==> src/gsb_pkg.sv <==
// package for the gif stream boundary scanner: codes, phases, state types and helpers
package gsb_pkg;

  localparam int LENGTH_BITS_DEF = 32;

  localparam logic [31:0] SIG_WORD    = 32'h47494638;
  localparam logic [15:0] VER_87A     = 16'h3761;
  localparam logic [15:0] VER_89A     = 16'h3961;
  localparam logic [7:0]  INTRO_EXT   = 8'h21;
  localparam logic [7:0]  INTRO_IMG   = 8'h2C;
  localparam logic [7:0]  INTRO_END   = 8'h3B;
  localparam logic [7:0]  LBL_GCE     = 8'hF9;
  localparam logic [7:0]  LBL_COMMENT = 8'hFE;
  localparam logic [7:0]  LBL_APP     = 8'hFF;
  localparam logic [7:0]  LBL_TEXT    = 8'h01;

  localparam logic [9:0]  SIG_LEN     = 10'd6;
  localparam logic [9:0]  LSD_LEN     = 10'd7;
  localparam logic [9:0]  LSD_FLAGS   = 10'd4;
  localparam logic [9:0]  VER_FIRST   = 10'd4;
  localparam logic [9:0]  IMG_DESC_LEN = 10'd8;

  typedef enum logic [1:0] {
    V_OK        = 2'd0,
    V_BAD_SIG   = 2'd1,
    V_BAD_BLOCK = 2'd2,
    V_TRUNC     = 2'd3
  } verdict_t;

  typedef enum logic [4:0] {
    PH_IDLE, PH_SIG, PH_LSD, PH_GCT, PH_BLOCK, PH_EXT_LABEL, PH_EXT_SIZE,
    PH_EXT_BODY, PH_GCE_TERM, PH_SUB_SIZE, PH_SUB_DATA, PH_IMG_DESC,
    PH_IMG_FLAGS, PH_LCT, PH_LZW_MIN
  } phase_t;

  // parse state apart from the byte count, whose width is a parameter
  typedef struct packed {
    phase_t      phase;
    logic [9:0]  field_count;
    logic [7:0]  subblock_left;
    logic        saw_image;
    logic [7:0]  flag_byte;
  } parse_state_t;

  // one input word as held in the input register
  typedef struct packed {
    logic [7:0] data_byte;
    logic       start_flag;
    logic       end_flag;
  } in_word_t;

  // result of one step of the parser
  typedef struct packed {
    logic        valid;
    verdict_t    verdict;
    logic [31:0] total_length;
  } result_t;

  function automatic logic [7:0] sig_byte(input logic [1:0] idx);
    logic [7:0] r;
    case (idx)
      2'd0:    r = SIG_WORD[31:24];
      2'd1:    r = SIG_WORD[23:16];
      2'd2:    r = SIG_WORD[15:8];
      default: r = SIG_WORD[7:0];
    endcase
    return r;
  endfunction

  // bytes in a color table of 2^(n+1) rgb entries
  function automatic logic [9:0] table_bytes(input logic [2:0] n);
    logic [3:0] sh;
    sh = {1'b0, n} + 4'd1;
    return 10'd3 << sh;
  endfunction

endpackage

==> src/gsb_core.sv <==
// parser state registers and the single-byte step logic
module gsb_core
  import gsb_pkg::*;
#(
  parameter int LENGTH_BITS = LENGTH_BITS_DEF
) (
  input  logic     clk,
  input  logic     rst,
  input  logic     step,
  input  in_word_t word,
  output result_t  result
);

  parse_state_t           st;
  parse_state_t           st_next;
  logic [LENGTH_BITS-1:0] byte_total;
  logic [LENGTH_BITS-1:0] byte_total_next;

  parse_state_t           cur;
  logic [LENGTH_BITS-1:0] bt;
  logic [LENGTH_BITS-1:0] bt_inc;
  logic [9:0]             fc_dec;
  logic [7:0]             sl_dec;
  logic [7:0]             b;
  logic                   has_v;
  verdict_t               v;

  assign b = word.data_byte;

  always_comb begin
    cur = st;
    bt  = byte_total;
    if (word.start_flag) begin
      cur = '{phase: PH_SIG, field_count: '0, subblock_left: '0,
              saw_image: 1'b0, flag_byte: '0};
      bt  = '0;
    end
    bt_inc = bt + LENGTH_BITS'(1);
    fc_dec = (cur.field_count != '0) ? cur.field_count - 10'd1 : '0;
    sl_dec = (cur.subblock_left != '0) ? cur.subblock_left - 8'd1 : '0;

    st_next         = cur;
    byte_total_next = bt_inc;
    has_v           = 1'b0;
    v               = V_OK;

    case (cur.phase)
      PH_SIG: begin
        st_next.field_count = cur.field_count + 10'd1;
        if (cur.field_count < VER_FIRST) begin
          if (b != sig_byte(cur.field_count[1:0])) begin
            has_v = 1'b1;
            v     = V_BAD_SIG;
          end
        end else if (cur.field_count == VER_FIRST) begin
          st_next.flag_byte = b;
        end else if ({cur.flag_byte, b} != VER_87A && {cur.flag_byte, b} != VER_89A) begin
          has_v = 1'b1;
          v     = V_BAD_SIG;
        end
        if (st_next.field_count >= SIG_LEN) begin
          st_next.field_count = '0;
          st_next.flag_byte   = '0;
          st_next.phase       = PH_LSD;
        end
      end
      PH_LSD: begin
        if (cur.field_count == LSD_FLAGS) st_next.flag_byte = b;
        st_next.field_count = cur.field_count + 10'd1;
        if (st_next.field_count >= LSD_LEN) begin
          if (st_next.flag_byte[7]) begin
            st_next.field_count = table_bytes(st_next.flag_byte[2:0]);
            st_next.phase       = PH_GCT;
          end else begin
            st_next.field_count = '0;
            st_next.phase       = PH_BLOCK;
          end
        end
      end
      PH_GCT, PH_LCT: begin
        st_next.field_count = fc_dec;
        if (fc_dec == '0) st_next.phase = (cur.phase == PH_GCT) ? PH_BLOCK : PH_LZW_MIN;
      end
      PH_BLOCK: begin
        if (b == INTRO_EXT) begin
          st_next.phase = PH_EXT_LABEL;
        end else if (b == INTRO_IMG) begin
          st_next.saw_image   = 1'b1;
          st_next.field_count = IMG_DESC_LEN;
          st_next.phase       = PH_IMG_DESC;
        end else if (b == INTRO_END) begin
          has_v = 1'b1;
          v     = cur.saw_image ? V_OK : V_BAD_BLOCK;
        end else begin
          has_v = 1'b1;
          v     = V_BAD_BLOCK;
        end
      end
      PH_EXT_LABEL: begin
        if (b == LBL_TEXT || b == LBL_APP || b == LBL_GCE) begin
          st_next.flag_byte = b;
          st_next.phase     = PH_EXT_SIZE;
        end else if (b == LBL_COMMENT) begin
          st_next.phase = PH_SUB_SIZE;
        end else begin
          has_v = 1'b1;
          v     = V_BAD_BLOCK;
        end
      end
      PH_EXT_SIZE: begin
        if (b == '0) begin
          st_next.phase = (cur.flag_byte == LBL_GCE) ? PH_GCE_TERM : PH_SUB_SIZE;
        end else begin
          st_next.field_count = {2'b00, b};
          st_next.phase       = PH_EXT_BODY;
        end
      end
      PH_EXT_BODY: begin
        st_next.field_count = fc_dec;
        if (fc_dec == '0) begin
          st_next.phase = (cur.flag_byte == LBL_GCE) ? PH_GCE_TERM : PH_SUB_SIZE;
        end
      end
      PH_GCE_TERM: begin
        if (b != '0) begin
          has_v = 1'b1;
          v     = V_BAD_BLOCK;
        end else begin
          st_next.phase = PH_BLOCK;
        end
      end
      PH_SUB_SIZE: begin
        if (b == '0) begin
          st_next.phase = PH_BLOCK;
        end else begin
          st_next.subblock_left = b;
          st_next.phase         = PH_SUB_DATA;
        end
      end
      PH_SUB_DATA: begin
        st_next.subblock_left = sl_dec;
        if (sl_dec == '0) st_next.phase = PH_SUB_SIZE;
      end
      PH_IMG_DESC: begin
        st_next.field_count = fc_dec;
        if (fc_dec == '0) st_next.phase = PH_IMG_FLAGS;
      end
      PH_IMG_FLAGS: begin
        if (b[7]) begin
          st_next.field_count = table_bytes(b[2:0]);
          st_next.phase       = PH_LCT;
        end else begin
          st_next.phase = PH_LZW_MIN;
        end
      end
      PH_LZW_MIN: begin
        st_next.phase = PH_SUB_SIZE;
      end
      default: begin
        st_next.phase = PH_IDLE;
      end
    endcase

    // idle: ignore the byte entirely
    if (cur.phase == PH_IDLE) begin
      st_next         = cur;
      byte_total_next = bt;
      has_v           = 1'b0;
    end else if (bt == {LENGTH_BITS{1'b1}}) begin
      // count saturated: too long
      has_v = 1'b1;
      v     = V_TRUNC;
    end else if (!has_v && word.end_flag) begin
      has_v = 1'b1;
      v     = V_TRUNC;
    end

    result.valid        = step && has_v;
    result.verdict      = v;
    result.total_length = (v == V_OK) ? 32'(byte_total_next) : 32'd0;

    if (has_v) begin
      st_next         = '{phase: PH_IDLE, field_count: '0, subblock_left: '0,
                          saw_image: 1'b0, flag_byte: '0};
      byte_total_next = '0;
    end
  end

  always_ff @(posedge clk) begin
    if (rst) begin
      st         <= '{phase: PH_IDLE, field_count: '0, subblock_left: '0,
                      saw_image: 1'b0, flag_byte: '0};
      byte_total <= '0;
    end else if (step) begin
      st         <= st_next;
      byte_total <= byte_total_next;
    end
  end

`ifndef ASSERT_OFF
  a_result_goes_idle: assert property (@(posedge clk) disable iff (rst)
    result.valid |=> st.phase == PH_IDLE && byte_total == '0)
    else $error("parser did not go idle after a verdict");

  a_idle_count_clear: assert property (@(posedge clk) disable iff (rst)
    st.phase == PH_IDLE |-> byte_total == '0)
    else $error("byte count nonzero while idle");

  a_fail_no_length: assert property (@(posedge clk) disable iff (rst)
    result.valid && result.verdict != V_OK |-> result.total_length == 32'd0)
    else $error("length reported with a failing verdict");

  a_hold_without_step: assert property (@(posedge clk) disable iff (rst)
    !step |=> $stable(st) && $stable(byte_total))
    else $error("parser state moved without a step");
`endif

endmodule

==> src/gif_stream_boundary_scanner.sv <==
// top level of the gif stream boundary scanner: input register, parser, result register
//
//  channel | dir | tdata                         | tuser      | tlast
//  s_      | in  | [7:0] data_byte               | start_flag | end_flag
//  m_      | out | [1:0] verdict, [33:2] length  | -          | -
//
// one input word is parsed per cycle unless the result side stalls; a word waits in the input
// register until it is parsed and its verdict, if any, sits in the result register the next cycle
// a word accepted on the input passes through the input register and then the result
// register before its verdict shows on m_tvalid
// the parser advances only when the result register is empty or being drained,
// so a stall on the result side holds the input register and then s_tready
// synchronous active-high reset clears the parser to idle and drops both registers
module gif_stream_boundary_scanner
  import gsb_pkg::*;
#(
  parameter int LENGTH_BITS = LENGTH_BITS_DEF
) (
  input  logic        clk,
  input  logic        rst,
  input  logic        s_tvalid,
  output logic        s_tready,
  input  logic [7:0]  s_tdata,   // data_byte [7:0]
  input  logic        s_tuser,   // start_flag
  input  logic        s_tlast,   // end_flag
  output logic        m_tvalid,
  input  logic        m_tready,
  output logic [39:0] m_tdata    // verdict [1:0], total_length [33:2], zero [39:34]
);

  // input register
  logic     in_valid;
  in_word_t in_word;

  // result register
  logic        out_valid;
  verdict_t    out_verdict;
  logic [31:0] out_length;

  logic    advance;
  result_t res;

  // parser takes the held word when the result slot can take its verdict
  assign advance  = in_valid && (!out_valid || m_tready);
  assign s_tready = !in_valid || advance;

  always_ff @(posedge clk) begin
    if (rst) begin
      in_valid <= 1'b0;
    end else if (s_tready) begin
      in_valid <= s_tvalid;
    end
  end

  always_ff @(posedge clk) begin
    if (s_tready && s_tvalid) begin
      in_word <= '{data_byte: s_tdata, start_flag: s_tuser, end_flag: s_tlast};
    end
  end

  gsb_core #(
    .LENGTH_BITS(LENGTH_BITS)
  ) u_core (
    .clk    (clk),
    .rst    (rst),
    .step   (advance),
    .word   (in_word),
    .result (res)
  );

  // result slot: refill from the parser or empty once the word is taken
  always_ff @(posedge clk) begin
    if (rst) begin
      out_valid <= 1'b0;
    end else if (!out_valid || m_tready) begin
      out_valid <= res.valid;
    end
  end

  always_ff @(posedge clk) begin
    if (res.valid) begin
      out_verdict <= res.verdict;
      out_length  <= res.total_length;
    end
  end

  assign m_tvalid = out_valid;
  assign m_tdata  = {6'd0, out_length, out_verdict};

endmodule

==> config.mk <==
export PLATFORM = sky130hd
export DESIGN_NAME = gif_stream_boundary_scanner
export DESIGN_NICKNAME = d
export VERILOG_FILES = /design/src/gsb_pkg.sv /design/src/gsb_core.sv /design/src/gif_stream_boundary_scanner.sv
export SDC_FILE = /design/constraint.sdc
export NUM_CORES = 1
export LEC_CHECK = 0
export ABC_AREA = 1
export BUFFER_PORTS_ARGS = -buffer_cell sky130_fd_sc_hd__buf_2
export CAP_MARGIN = 10
export CORE_UTILIZATION = 50
export DETAILED_ROUTE_END_ITERATION = 12
export GPL_TIMING_DRIVEN = 0
export PLACE_DENSITY = 0.78
export SYNTH_ARGS = -nofsm -noshare
export SYNTH_HDL_FRONTEND = slang
export SYNTH_HIERARCHICAL = 1
export SYNTH_SLANG_ARGS = --single-unit
==> constraint.sdc <==
create_clock -name clk -period 3.8 [get_ports clk]
set_input_delay 0.38 -clock clk [delete_from_list [all_inputs] [get_ports clk]]
set_output_delay 0.38 -clock clk [all_outputs]
set_load 0.03 [all_outputs]
==> run_results.csv <==
group,metric,value,unit
drt,wl_per_cell,17.0,um
power_and_ir_drop,power_density,281,nW/um^2
finish,fillers,1717,
finish,drive_above_1_share,10.4,%
die,die_h,132,um
yosys,synth_warnings,6,
clocking,htree_levels,3,
finish,layout_commonest_cell,"nand2_1",
drt,detail-route-antenna-nets,0,
place,dp.cells,1638,
place,place_congestion,0.954,
yosys,ys_types,46,
yosys,syn_inst,1364,
clocking,clock_sinks,110,
clocking,cts_tree,"done",
place,dp_hpwl,21900,um
yosys,synth_edf_count,44,
yosys,seq_area_frac_synth,31.1,%
place,place_area,9050,um^2
die,rows,47,
timing,clock_skew,9.70,ps
finish,antenna_cells,0,
timing,finalSetupViolCount,0,
clocking,hold_buffers,0,
drt,vias,9282,
global_routing,grt_pass1_vias,8174,
clocking,clk_latency,360,ps
clocking,cts_root_buffer,"clkbuf_16",
die,dieArea,17500,um^2
timing,setup_tns,0,ps
drt,vias_per_cell,5.61,
drt,wirelength,28200,um
timing,post-route-min-period,3650,ps
global_routing,overflow,0,
die,io_pins,56,
clocking,path_clk_slew,80,ps
clocking,numCtsBuffers,9,
die,core_area,16600,um^2
worst_setup_path,crit_required,3920,ps
job,maxCapViolations,0,
finish,area_delta_synth_final,10.3,%
clocking,clk_path_buf_depth,2,
drt,remaining_drc_errors,0,
drt,dr.pass1.iters,7,
timing,max_freq,274,MHz
finish,final_nets,1459,
yosys,syn_area,8500,um^2
power_and_ir_drop,ir_drop,0.000283,V
finish,layout_common_cells,"359 x nand2_1, 214 x nor2_1, 179 x inv_1, 97 x nand3_1, 91 x a21oi_1",
yosys,ys_seq_elements,110,
timing,max_slew.worst_pin.slew,819,ps
die,fp.dieW,132,um
finish,multi_input_area,4950,um^2
worst_setup_path,crit_path_end_kind,"flip-flop",
finish,stdcell_area,9380,um^2
drt,dr.first_iter.drc_count,1210,
worst_setup_path,arrival,3770,ps
status,status,"complete, no violations",
hold_path,min_path_type,"input port to flip-flop",
yosys,synth_area_per_cell,6.23,um^2
timing,rsz0062_at_grt,"false",
place,dpl_worst_slack,-242,ps
worst_setup_path,cp_max_fo,10,
finish,regArea,2640,um^2
worst_setup_path,cp-start-kind,"flip-flop",
power_and_ir_drop,totalPowerFinal,0.00263,W
timing,slew_viol_final,0,
timing,final_min_period_over_clock_period,96.2,%
yosys,yosys_most_used_dff,"dfxtp_1",
global_routing,grt_usage,32.3,%
timing,worst_slack,145,ps
place,port_buffers,49,
die,initial_core_util,51.3,%
power_and_ir_drop,p_leak,3.96,nW
global_routing,antenna_found_initial,0,
global_routing,grt_pass1_wl,43800,um
timing,maxSlewHeadroom,44.9,%
global_routing,grt_max_degree,21,
yosys,ys_async_sr_fraction,0,%
worst_setup_path,path_class,"flip-flop to flip-flop",
finish,fin_cells,1656,
timing,finalHoldViolations,0,
==> path summary, 6_finish.rpt <==
kind / from / end / slack, ps / cells after the start
worst min-delay path: s_tlast / in_word[0] / 190 / 1
worst max register to register: in_word[1] / out_length[22] / 150 / 17
worst min register to register: u_core/st[4] / u_core/st[4] / 470 / 2
worst max-delay path: in_word[1] / out_length[22] / 150 / 17
==> metal layers <==
| metal | vias up | global-route usage [%] | share of wire [%] |
|---|---|---|---|
| met1 | 4246 | 47.0 | 45 |
| met3 | 58 | 4.58 | 9.3 |
| met5 | - | 0 | 0 |
| met4 | 0 | 10.8 | 2.5 |
| li1 | 4499 | - | - |
| met2 | 479 | 48.9 | 43 |
==> cell usage after synthesis, types with 8 or more instances <==
| cell | count | area [um^2] |
|---|---|---|
| a21oi_1 | 91 | 455 |
| buf_2 | 12 | 60.1 |
| buf_4 | 9 | 67.6 |
| clkbuf_1 | 20 | 75.1 |
| dfxtp_1 | 66 | 1320 |
| edfxtp_1 | 44 | 1320 |
| ha_1 | 14 | 175 |
| inv_1 | 179 | 672 |
| inv_2 | 8 | 30.0 |
| nand2_1 | 360 | 1350 |
| nand3_1 | 97 | 485 |
| nand4_1 | 28 | 175 |
| nor2_1 | 215 | 807 |
| nor2_2 | 27 | 169 |
| nor3_1 | 29 | 145 |
| o211ai_1 | 12 | 90.1 |
| o21ai_0 | 42 | 210 |
| o21ai_1 | 9 | 45.0 |
| xnor2_1 | 8 | 70.1 |
| xor2_1 | 32 | 280 |
==> stage by stage <==
stage / util, % / hold slack (ps)
3_3_place_gp: 54.5 / 452
3_5_place_dp: 54.5 / 455
6_report: 56.5 / 195
4_1_cts: 56.5 / 185
5_1_grt: 56.5 / 181
2_1_floorplan: - / 442
==> area by class of cell <==
| cell class | instances | area share (%) |
|---|---|---|
| Buffer | 46 | 2.72 |
| Timing Repair Buffer | 50 | 2.70 |
| Inverter | 187 | 7.49 |
| Clock buffer | 10 | 2.55 |
| Clock inverter | 6 | 0.667 |
| Sequential cell | 110 | 28.2 |
| Tap cell | 220 | 2.94 |
| Multi-Input combinational cell | 1027 | 52.8 |
==> flip-flops by register name, summed over array words and instances (netlist names) <==
register and cells:
out_verdict 2, out_length 32, in_word 10, in_valid 1, u_core/st 32, u_core/byte_total 32
m_tvalid 1
==> critical path: stages, from the launching register on <==
cell and delay [ps]:
edfxtp_1 520, inv_2 230, buf_4 270, nand2_2 160
inv_1 160, ha_2 310, inv_1 60, o21ai_0 160
nand3_1 100, nor2_1 220, nor2_1 130, o21ai_1 140
nand3_1 100, and2_2 240, nand2_1 140, buf_4 220
buf_6 190, nor2_1 60
==> report_power, final <==
group	internal (W)	switching (W)
clock	0.000481	0.000489
sequential	0.00125	0.0000187
combinational	0.0000973	0.000293
==> timing repair <==
action                                 4_1_cts  5_1_grt
endpoints found under the hold margin        0        0
setup endpoints to repair                   49       80
cloned                                       1        0
gates resized for setup                      2        3
setup buffers                                0        1
pin swaps                                    1        0
==> kinds of logic (layout without fill, tap and decap cells) <==
| kind of cell | Yosys count | count (layout) | synth area share [%] |
|---|---|---|---|
| AND/OR/NAND/NOR | 785 | 786 | 39.5 |
| buffers and inverters | 233 | 299 | 11.2 |
| AO/OA/AOI/OAI | 181 | 181 | 12.0 |
| flip-flops | 110 | 110 | 31.1 |
| XOR/XNOR | 40 | 40 | 4.12 |
| adder cells (fa/ha/maj) | 14 | 14 | 2.06 |
| other | 1 | 6 | 0.0441 |
Note: power is estimated with default switching activity, not from simulation.
